$ cat config.mk
export PLATFORM = sky130hd
export DESIGN_NAME = tcbe_ctrl
export DESIGN_NICKNAME = d
export VERILOG_FILES = /design/src/hdl/tcbe_pkg.sv /design/src/hdl/tcbe_ctrl.sv
export SDC_FILE = /design/constraint.sdc
export NUM_CORES = 1
export LEC_CHECK = 0
export CAP_MARGIN = 5
export CORE_AREA = 2 2 39 41
export DETAILED_ROUTE_END_ITERATION = 7
export DIE_AREA = 0 0 41 43
export DONT_BUFFER_PORTS = 1
export PLACE_DENSITY = 0.55
export SYNTH_ARGS = -nofsm -noshare
export SYNTH_HDL_FRONTEND = slang
export SYNTH_SLANG_ARGS = --single-unit
$ cat constraint.sdc
create_clock -name clk -period 2.2 [get_ports clk]
set_input_delay 0.11 -clock clk [delete_from_list [all_inputs] [get_ports clk]]
set_output_delay 0.11 -clock clk [all_outputs]
set_load 0.02 [all_outputs]
$ cat src/hdl/tcbe_pkg.sv
// ----------------------------------------------------------------------------
// Text console buffer engine package
// Item types, operation codes, register map and controller/datapath links.
// ----------------------------------------------------------------------------
package tcbe_pkg;

    typedef enum logic [1:0] {
        OP_PUT   = 2'd0,
        OP_CLEAR = 2'd1,
        OP_SET   = 2'd2,
        OP_READ  = 2'd3
    } op_t;

    typedef struct packed {
        op_t        operation;
        logic [7:0] char_code;
        logic [5:0] column;
        logic [4:0] row;
    } cmd_item_t;

    typedef struct packed {
        logic       status;
        logic [5:0] cursor_col;
        logic [4:0] cursor_row;
        logic [7:0] cell_char;
        logic [7:0] cell_attr;
        logic       scrolled;
    } rsp_item_t;

    localparam logic STATUS_OK    = 1'b0;
    localparam logic STATUS_RANGE = 1'b1;

    localparam logic [7:0] PRINTABLE_MIN = 8'd32;
    localparam logic [7:0] NEWLINE_CODE  = 8'd10;

    localparam logic [1:0] REG_COLUMNS = 2'd0;
    localparam logic [1:0] REG_ROWS    = 2'd1;
    localparam logic [1:0] REG_ATTR    = 2'd2;

    localparam logic [6:0] COLUMNS_RESET = 7'd64;
    localparam logic [5:0] ROWS_RESET    = 6'd32;
    localparam logic [7:0] ATTR_RESET    = 8'd7;

    typedef struct packed {
        logic accept;
        logic exec;
        logic copy;
        logic fill;
        logic init;
        logic load;
    } dp_cmd_t;

    typedef struct packed {
        op_t  op;
        logic need_scroll;
        logic copy_done;
        logic sweep_last;
        logic init_last;
        logic rsp_free;
    } dp_sts_t;

endpackage

$ cat src/hdl/tcbe_ctrl.sv
// ----------------------------------------------------------------------------
// Text console buffer engine controller
// Sequences init sweep, item execution, scroll copy, fills and result hand-off.
// ----------------------------------------------------------------------------
module tcbe_ctrl (
    input  logic             clk,
    input  logic             rst_n,
    input  logic             cmd_valid,
    output logic             cmd_ready,
    input  tcbe_pkg::dp_sts_t sts,
    output tcbe_pkg::dp_cmd_t cmd
);

    typedef enum logic [5:0] {
        ST_INIT   = 6'b000001,
        ST_IDLE   = 6'b000010,
        ST_EXEC   = 6'b000100,
        ST_COPY   = 6'b001000,
        ST_FILL   = 6'b010000,
        ST_RESULT = 6'b100000
    } state_t;

    state_t state_reg;
    state_t state_next;

    always_comb
    begin
        state_next = state_reg;
        cmd        = '0;
        unique case (state_reg)
            ST_INIT:
            begin
                cmd.init = 1'b1;
                if (sts.init_last)
                begin
                    state_next = ST_IDLE;
                end
            end
            ST_IDLE:
            begin
                if (cmd_valid)
                begin
                    cmd.accept = 1'b1;
                    state_next = ST_EXEC;
                end
            end
            ST_EXEC:
            begin
                cmd.exec = 1'b1;
                unique case (sts.op)
                    tcbe_pkg::OP_CLEAR: state_next = ST_FILL;
                    tcbe_pkg::OP_READ:  state_next = ST_RESULT;
                    tcbe_pkg::OP_PUT,
                    tcbe_pkg::OP_SET:
                    begin
                        priority if (sts.need_scroll)
                        begin
                            state_next = ST_COPY;
                        end
                        else if (sts.rsp_free)
                        begin
                            cmd.load   = 1'b1;
                            state_next = ST_IDLE;
                        end
                        else
                        begin
                            state_next = ST_RESULT;
                        end
                    end
                endcase
            end
            ST_COPY:
            begin
                cmd.copy = 1'b1;
                if (sts.copy_done)
                begin
                    state_next = ST_FILL;
                end
            end
            ST_FILL:
            begin
                cmd.fill = 1'b1;
                if (sts.sweep_last)
                begin
                    state_next = ST_RESULT;
                end
            end
            ST_RESULT:
            begin
                if (sts.rsp_free)
                begin
                    cmd.load   = 1'b1;
                    state_next = ST_IDLE;
                end
            end
            default: state_next = ST_IDLE;
        endcase
    end

    always_ff @(posedge clk or negedge rst_n)
    begin
        if (!rst_n)
        begin
            state_reg <= ST_INIT;
        end
        else
        begin
            state_reg <= state_next;
        end
    end

    assign cmd_ready = (state_reg == ST_IDLE);

endmodule

==> qor.txt, run 1 <==
RSZ-0062 raised after global routing: false
Slew HR: 77.9%
Overall routing resource usage: 13.3%
Static Leak: 0.249 nW
Count of final setup violators: 0
Worst-path fanout max: 6
DP HPWL: 725 um
Vias: 387
Non-Filler Instances: 74
Final antenna-violating net count: 0
Maxcap violations: 0
Worst-Skew Late Latency: 0.24 ns
Slew @ Worst Pin: 0.329 ns
Std-Cell Rows: 14
Most common cell after layout, fill and taps aside: buf_4
Most frequent cells in the layout: 6 x buf_4, 4 x dlygate4sd3_1, 4 x dfrtp_1
# diodes: 0
Clk buf depth: 2
Clock slew at reported path FFs: 0.05 ns
Layout cells sized above 1: 27.6%
R2R depth: 5
DR WL/cell: 13.2 um
Pwr per Cell Area: 977 nW/um^2
First-pass detailed-route iteration total: 4
Family with the most delay on the worst path: simple AND/OR/NAND/NOR gates
Die height: 43 um
Number of flip-flops in the largest register: 6
Clock Sinks: 6
Net count after synthesis: 54
Register area share after synthesis: 35.6%
Hold WC Path Type: input pin to flop
Levels on crit path: 4
CP max stage cell: or4_4
Post-synthesis cell count: 44
Ordered cell list for the critical path: or4_4, or4_1, a21boi_1, buf_4
Pre-CTS setup slack: 0.311 ns
Fmax: 471 MHz
Max H-tree Level: 1
Top cells by area, synth: dfrtp_1 29%, nor3b_2 8.8%, dfstp_2 6.2%
Initial Utilization: 30.7%
Setup CP Type: flop to output pin
Setup crit start kind: flop
Design Area, Final: 558 sq um
Starting DRT DRC Count: 11
Top cell type's share of synthesized area: 29.4%
Remaining global-route overflow: 0
Hold path start: sts[3]
Reg2reg start: state_reg[4]
Port Buffer Count: 0
Cell variety after synth: 24
Number of antenna violations at the first check in global routing: 0
Remaining design rule violation count: 0
Placed Cells: 65
Clock skew: 0.00355 ns
Setup TNS: 0 ns
Post-place instance area: 483 sq um
WP data required: 2.09 ns
DR vias/cell: 5.23
Number of global-route vias before repair: 369
Crit path largest cell delay: 0.56 ns
Area leader, netlist: dfrtp_1
Fillers: 147
Area Overhead vs Synth: 31.2%
Worst Path Buf+Inv: 1
Final core utilization: 40.3%
Netlist Area Pre-Place: 425 sq um
Root Buffer: clkbuf_4
Final count of hold timing violations: 0
Die area: 1760 sq um
Hold Path Depth: 2
# nets final: 69
Die X: 41 um
Status: completed
Final worst slack: 0.0786 ns
CTS Buf Count: 3
CP endpoint kind: output pin
Final GP Congestion: 0.703
Mapped Avg Cell Area: 9.67 sq um
Worst setup path startpoint: state_reg[1]
Post-route clock period utilization: 96.4%
Worst EP arrival: 2.01 ns
# IOs: 17
Max IR drop VDD: 0.474 mV
Max Transition Viols Final: 0
Core Area: 1380 sq um
First-pass GRT wire length: 1570 um
Pin count of the biggest net entering global routing: 8
Min cycle time layout: 2.12 ns
Routed WL: 975 um
CTS tree: done
FF+latch count, synth: 6
Synth Warn #: 0
[logic make-up (layout without fill, tap and decap cells)]
family          count (synthesis)  in the layout  synth area share, %
compound gates                  9              9                 14.7
xor+xnor                        1              1                 2.06
buf+inv                         2             16                 1.77
flops                           6              6                 35.6
simple gates                   26             26                 45.9
[cell usage after synthesis]
| master | instances |
|---|---|
| and2b_1 | 1 |
| or2b_1 | 1 |
| nor4_1 | 2 |
| xor2_1 | 1 |
| and3b_1 | 1 |
| o22ai_1 | 2 |
| nor2_1 | 2 |
| a32oi_1 | 1 |
| nor3b_2 | 3 |
| a211oi_1 | 1 |
| inv_1 | 2 |
| o31a_1 | 1 |
| dfrtp_1 | 5 |
| nor4b_1 | 2 |
| o31ai_1 | 1 |
| or4_4 | 2 |
| a21oi_1 | 2 |
| nand2b_1 | 2 |
| or4_1 | 2 |
| a21boi_1 | 1 |
| dfstp_2 | 1 |
| nand3b_1 | 3 |
| nand2_1 | 3 |
| and2_1 | 2 |
[repair_timing]
| action | 4_1_cts | 5_1_grt |
|---|---|---|
| hold buffers | 3 | 1 |
| gates resized for setup | 0 | 1 |
| hold endpoints to repair | 9 | 1 |
| buffers inserted | 0 | 1 |
| setup endpoints to repair | 0 | 1 |
[per-layer routing]
layer  share of wire [%]  routed length [um]  track usage, %
met5                   0                   0               0
met1                  44                 430            16.2
met3                 3.0                  29            4.71
met4                   0                   0            4.00
met2                  53                 514            20.9
[cell type report]
| class | instances | area (sq um) | area share [%] |
|---|---|---|---|
| clock buffer | 4 | 26.3 | 4.71 |
| sequential | 6 | 153 | 27.4 |
| inverter | 2 | 7.51 | 1.35 |
| multi-input combinational | 36 | 267 | 47.8 |
| timing repair buffer | 10 | 85.1 | 15.2 |
| tap | 16 | 20.0 | 3.59 |
[where the power goes]
group	total (mW)	switching [mW]	internal (mW)	leakage, nW
sequential	0.168	0.0352	0.133	0.0747
combinational	0.266	0.131	0.135	0.159
clock	0.111	0.0417	0.0688	0.0150
[per-stage QoR]
| stage | power (mW) | hold slack [ns] |
|---|---|---|
| 6_report | 0.545 | 0.00994 |
| 2_1_floorplan | 0.356 | -0.186 |
| 5_1_grt | 0.584 | 0.0174 |
| 3_3_place_gp | 0.409 | -0.185 |
| 3_5_place_dp | 0.412 | -0.186 |
| 4_1_cts | 0.536 | 0.00250 |
[final timing paths]
path                       slack (ns)           end
setup / recovery                 0.08        cmd[0]
hold / removal                   0.01  state_reg[4]
setup reg to reg                 0.41  state_reg[1]
hold reg to reg                  0.72  state_reg[5]
max in group asynchronous        1.74  state_reg[0]
min in group asynchronous        0.18  state_reg[3]
[worst reg2reg max path: cells and delay by family (launching register included)]
family           cells  cell delay [ns]
AO/OA/AOI/OAI        1             0.09
flip-flops           1             0.45
AND/OR/NAND/NOR      4             1.13
(Power assumes the default switching activity.)
==> run 2: changes to the inputs <==
--- a/constraint.sdc
+++ b/constraint.sdc
@@ -3,2 +3,2 @@
 set_output_delay 0.11 -clock clk [all_outputs]
-set_load 0.02 [all_outputs]
+set_load 0.05 [all_outputs]
==> qor.txt, run 2 (synthesis results as in run 1) <==
DR vias/cell: 5.38 (was 5.23)
Fmax: 464 MHz (was 471 MHz)
Clock Sinks: 6 (unchanged)
DR WL/cell: 12.6 um (was 13.2 um)
Fillers: 142 (was 147)
Number of antenna violations at the first check in global routing: 0 (unchanged)
DP HPWL: 788 um (was 725 um)
WL met3: 20 um (was 29 um)
WP data required: 2.09 ns (about the same)
Area Overhead vs Synth: 47.9% (was 31.2%)
Max IR drop VDD: 0.416 mV (was 0.474 mV)
Worst-Skew Late Latency: 0.23 ns (was 0.24 ns)
Std-Cell Rows: 14 (unchanged)
Slew HR: 79.1% (was 77.9%)
Setup crit start kind: flop (unchanged)
Die height: 43 um (unchanged)
Max Transition Viols Final: 0 (unchanged)
Levels on crit path: 4 (unchanged)
Initial Utilization: 30.7% (unchanged)
Reg2reg start: state_reg[4] (unchanged)
Final antenna-violating net count: 0 (unchanged)
Worst-path fanout max: 6 (unchanged)
Setup TNS: 0 ns (unchanged)
Count of final setup violators: 0 (unchanged)
Clock power share: 15.6% (was 20.3%)
Post-route clock period utilization: 97.9% (was 96.4%)
First-pass detailed-route iteration total: 1 (was 4)
Sw Share: 42.8% (was 38.1%)
Hold Path Depth: 2 (unchanged)
Pwr per Cell Area: 1050 nW/um^2 (was 977 nW/um^2)
# IOs: 17 (unchanged)
Logic gate share of total power: 60.0% (was 48.9%)
Routed length on met2: 540 um (was 514 um)
RR Endpoint: state_reg[1] (unchanged)
Ordered cell list for the critical path: or4_4, or4_4, a21boi_4, buf_12 (was or4_4, or4_1, a21boi_1, buf_4)
Number of global-route vias before repair: 386 (was 369)
Most frequent cells in the layout: 7 x buf_4, 4 x dfrtp_1 (was 6 x buf_4, 4 x dlygate4sd3_1, 4 x dfrtp_1)
Internal Power: 0.379 mW (was 0.337 mW)
Remaining design rule violation count: 0 (unchanged)
Final count of hold timing violations: 0 (unchanged)
Hold WC Path Type: input pin to flop (unchanged)
Pre-CTS setup slack: 0.250 ns (was 0.311 ns)
Final worst slack: 0.0455 ns (was 0.0786 ns)
# diodes: 0 (unchanged)
Die area: 1760 sq um (unchanged)
Top Metal Used: met3 (unchanged)
Clock slew at reported path FFs: 0.04 ns (was 0.05 ns)
Seq pwr share: 24.4% (was 30.8%)
Clock skew: 0.00290 ns (was 0.00355 ns)
Worst Path Buf+Inv: 1 (unchanged)
Vias: 409 (was 387)
Port Buffer Count: 0 (unchanged)
Worst setup path startpoint: state_reg[0] (was state_reg[1])
Final core utilization: 45.5% (was 40.3%)
RSZ-0062 raised after global routing: false (unchanged)
# nets final: 71 (was 69)
CTS tree: done (unchanged)
Routed WL: 960 um (was 975 um)
Family with the most delay on the worst path: simple AND/OR/NAND/NOR gates (unchanged)
Clk buf depth: 2 (unchanged)
Max H-tree Level: 1 (unchanged)
Overall routing resource usage: 12.6% (was 13.3%)
Status: completed (unchanged)
CP max stage cell: or4_4 (unchanged)
Most common cell after layout, fill and taps aside: buf_4 (unchanged)
Min cycle time layout: 2.15 ns (was 2.12 ns)
CP endpoint kind: output pin (unchanged)
WL met1: 399 um (was 430 um)
Setup crit end: cmd[0] (unchanged)
Core Area: 1380 sq um (unchanged)
R2R depth: 6 (was 5)
Root Buffer: clkbuf_4 (unchanged)
Switching power total: 0.284 mW (was 0.208 mW)
Remaining global-route overflow: 0 (unchanged)
Setup CP Type: flop to output pin (unchanged)
Slew @ Worst Pin: 0.311 ns (was 0.329 ns)
Static Leak: 0.280 nW (was 0.249 nW)
Starting DRT DRC Count: 0 (was 11)
Worst EP arrival: 2.04 ns (was 2.01 ns)
Maxcap violations: 0 (unchanged)
Hold_ws: 0.0175 ns (was 0.00994 ns)
Number of flip-flops in the largest register: 6 (unchanged)
Crit path largest cell delay: 0.56 ns (about the same)
Final GP Congestion: 0.694 (was 0.703)
CTS Buf Count: 3 (unchanged)
Pin count of the biggest net entering global routing: 8 (unchanged)
Die X: 41 um (unchanged)
First-pass GRT wire length: 1520 um (was 1570 um)
Layout cells sized above 1: 35.0% (was 27.6%)
Hold path start: sts[3] (unchanged)
Reg2Reg Setup Slack: 0.31 ns (was 0.41 ns)
Most used cell, CP: or4_4
run 2: cell count changes in the layout (fill, tap and decap cells not counted), sizes merged:
cell         previous run  this run
buf                     6         9
dlygate4sd3             4         3
run 2: metrics by stage:
stage / area [sq um] / power [mW] / instances
after floorplan: 448 / 0.443 / 44
after global placement: 553 / 0.546 / 68
after detailed placement: 553 / 0.549 / 68
after CTS: 609 / 0.665 / 75
after global routing: 629 / 0.707 / 76
final: 629 / 0.662 / 76
run 2: final cells by class:
cell class	count	area [sq um]	share of cell area [%]
Multi-Input combinational cell	36	300	47.7
Sequential cell	6	153	24.3
Inverter	2	7.51	1.19
Tap cell	16	20.0	3.18
Timing Repair Buffer	12	123	19.5
Clock buffer	4	26.3	4.17
run 2: how the worst min path moves through the flow:
stage	to	slack (ns)
after floorplan	state_reg[1]	-0.19
after global placement	state_reg[2]	-0.19
after detailed placement	state_reg[2]	-0.19
after CTS	state_reg[4]	0.02
after global routing	state_reg[3]	0.03
final	state_reg[4]	0.02
run 2: timing repair:
| action | 4_1_cts | 5_1_grt |
|---|---|---|
| hold buffers | 3 | 0 |
| endpoints found under the setup margin | 1 | 1 |
| endpoints found under the hold margin | 9 | 0 |
| setup buffers | 0 | 1 |
| pin swaps | 1 | 1 |
| gates resized for setup | 0 | 3 |
run 2: layer usage:
layer  track usage (%)  up-vias
met5                 0        -
met3              3.14        0
met1              16.3      199
met4              2.00        0
met2              20.6        5
li1                  -      205
run 2: power by group through the flow:
stage,registers [mW],logic [mW],clock network [mW]
finish,0.162,0.397,0.104
floorplan,0.167,0.276,0
detailed placement,0.163,0.386,0
global placement,0.163,0.383,0
global route,0.165,0.424,0.118
CTS,0.161,0.394,0.109
==> run 3: changes to the inputs <==
REMOVE_ABC_BUFFERS = 1   (was default)
==> qor.txt, run 3 (synthesis results as in run 1) <==
Final antenna-violating net count: 0 (unchanged)
Worst Path Buf+Inv: 1 (unchanged)
Hold_ws: 0.0195 ns (was 0.0175 ns)
Starting DRT DRC Count: 7 (was 0)
Ordered cell list for the critical path: or4_4, or4_4, a21boi_2, buf_6 (was or4_4, or4_4, a21boi_4, buf_12)
Fmax: 474 MHz (was 464 MHz)
RSZ-0062 raised after global routing: false (unchanged)
Hold WC Path Type: input pin to flop (unchanged)
Max H-tree Level: 1 (unchanged)
Most common cell after layout, fill and taps aside: buf_4 (unchanged)
Pin count of the biggest net entering global routing: 8 (unchanged)
Levels on crit path: 4 (unchanged)
Static Leak: 0.260 nW (was 0.280 nW)
Status: completed (unchanged)
Initial Utilization: 30.7% (unchanged)
Post-place instance area: 510 sq um (was 553 sq um)
# nets final: 70 (was 71)
Routed WL: 965 um (was 960 um)
Crit path largest cell delay: 0.52 ns (was 0.56 ns)
Root Buffer: clkbuf_4 (unchanged)
Clock Sinks: 6 (unchanged)
Setup CP Type: flop to output pin (unchanged)
Core Area: 1380 sq um (unchanged)
Worst-Skew Late Latency: 0.25 ns (was 0.23 ns)
Setup TNS: 0 ns (unchanged)
# diodes: 0 (unchanged)
Post-route clock period utilization: 95.8% (was 97.9%)
Min cycle time layout: 2.11 ns (was 2.15 ns)
Slew @ Worst Pin: 0.308 ns (was 0.311 ns)
First-pass GRT wire length: 1570 um (was 1520 um)
Worst EP arrival: 2.00 ns (was 2.04 ns)
Clk buf depth: 2 (unchanged)
Non-Filler Instances: 75 (was 76)
Most used cell, CP: or4_4 (unchanged)
Overall routing resource usage: 13.2% (was 12.6%)
Remaining global-route overflow: 0 (unchanged)
CTS Buf Count: 3 (unchanged)
Port Buffer Count: 0 (unchanged)
Die X: 41 um (unchanged)
CP endpoint kind: output pin (unchanged)
Die area: 1760 sq um (unchanged)
Max IR drop VDD: 0.567 mV (was 0.416 mV)
Hold Path Depth: 2 (unchanged)
Number of flip-flops in the largest register: 6 (unchanged)
Final GP Congestion: 0.722 (was 0.694)
Layout cells sized above 1: 35.6% (was 35.0%)
Maxcap violations: 0 (unchanged)
CTS tree: done (unchanged)
R2R depth: 6 (unchanged)
First-pass detailed-route iteration total: 4 (was 1)
Number of antenna violations at the first check in global routing: 0 (unchanged)
Clock skew: 0.0107 ns (was 0.00290 ns)
CP max stage cell: or4_4 (unchanged)
WP data required: 2.09 ns (about the same)
DR vias/cell: 5.35 (was 5.38)
Setup crit start kind: flop (unchanged)
Std-Cell Rows: 14 (unchanged)
Die height: 43 um (unchanged)
Area Overhead vs Synth: 38.2% (was 47.9%)
Final count of hold timing violations: 0 (unchanged)
Worst-path fanout max: 7 (was 6)
Pwr per Cell Area: 1080 nW/um^2 (was 1050 nW/um^2)
Clock slew at reported path FFs: 0.04 ns (about the same)
# IOs: 17 (unchanged)
DR WL/cell: 12.9 um (was 12.6 um)
DP HPWL: 740 um (was 788 um)
Slew HR: 79.3% (was 79.1%)
Remaining design rule violation count: 0 (unchanged)
Placed Cells: 67 (was 68)
Number of global-route vias before repair: 383 (was 386)
Family with the most delay on the worst path: simple AND/OR/NAND/NOR gates (unchanged)
Design Area, Final: 588 sq um (was 629 sq um)
Count of final setup violators: 0 (unchanged)
Max Transition Viols Final: 0 (unchanged)
Fillers: 139 (was 142)
Vias: 401 (was 409)
run 3: cell count changes in the layout (fill, tap and decap cells not counted), sizes merged:
cell / change
buf: -1
run 3: final timing paths:
kind	startpoint	to	slack, ns
worst max-delay path	state_reg[4]	cmd[0]	0.09
worst min-delay path	sts[3]	state_reg[4]	0.02
worst max register to register	state_reg[1]	state_reg[1]	0.43
worst min register to register	state_reg[0]	state_reg[0]	0.73
max in group asynchronous	rst_n	state_reg[0]	1.76
min in group asynchronous	rst_n	state_reg[2]	0.16
run 3: cell type report:
type / count / area [sq um] / share of cell area (%)
clock buffer: 4 / 26.3 / 4.47
tap: 16 / 20.0 / 3.40
timing repair buffer: 11 / 106 / 18.1
sequential: 6 / 154 / 26.2
inverter: 2 / 7.51 / 1.28
multi-input combinational: 36 / 274 / 46.6
run 3: timing repair:
action | in CTS | in global routing
hold buffers | 3 | 0
resized for setup | 1 | 4
pin swaps | 0 | 2
setup buffers | 1 | 0
hold endpoints to repair | 9 | 0
setup endpoints to repair | 1 | 1
run 3: metrics by stage:
step	utilization [%]	total power [mW]	setup slack (ns)
floorplan	-	0.416	-0.156
global placement	36.9	0.501	0.270
detailed placement	36.9	0.503	0.247
CTS	41.6	0.637	0.0350
global route	42.5	0.680	0.0000191
finish	42.5	0.636	0.0920
run 3: worst reg2reg max path, cell delays in order, from the launching register on:
cell      delay (ns)
dfrtp_2         0.40
buf_4           0.16
nor4b_1         0.31
a211oi_1        0.11
or4_1           0.41
a21oi_1         0.18
o22ai_1         0.08
run 3: metal layers:
| metal | up-vias | GRT usage (%) | share of wire [%] |
|---|---|---|---|
| met4 | 0 | 4.00 | 0 |
| met3 | 0 | 4.71 | 2.9 |
| met1 | 190 | 16.7 | 43 |
| met2 | 11 | 20.3 | 54 |
| met5 | - | 0 | 0 |
| li1 | 200 | - | - |
run 3: power breakdown:
group / switching, mW / internal (mW) / total, mW
clock: 0.0383 / 0.0686 / 0.107
combinational: 0.204 / 0.163 / 0.367
sequential: 0.0289 / 0.133 / 0.162
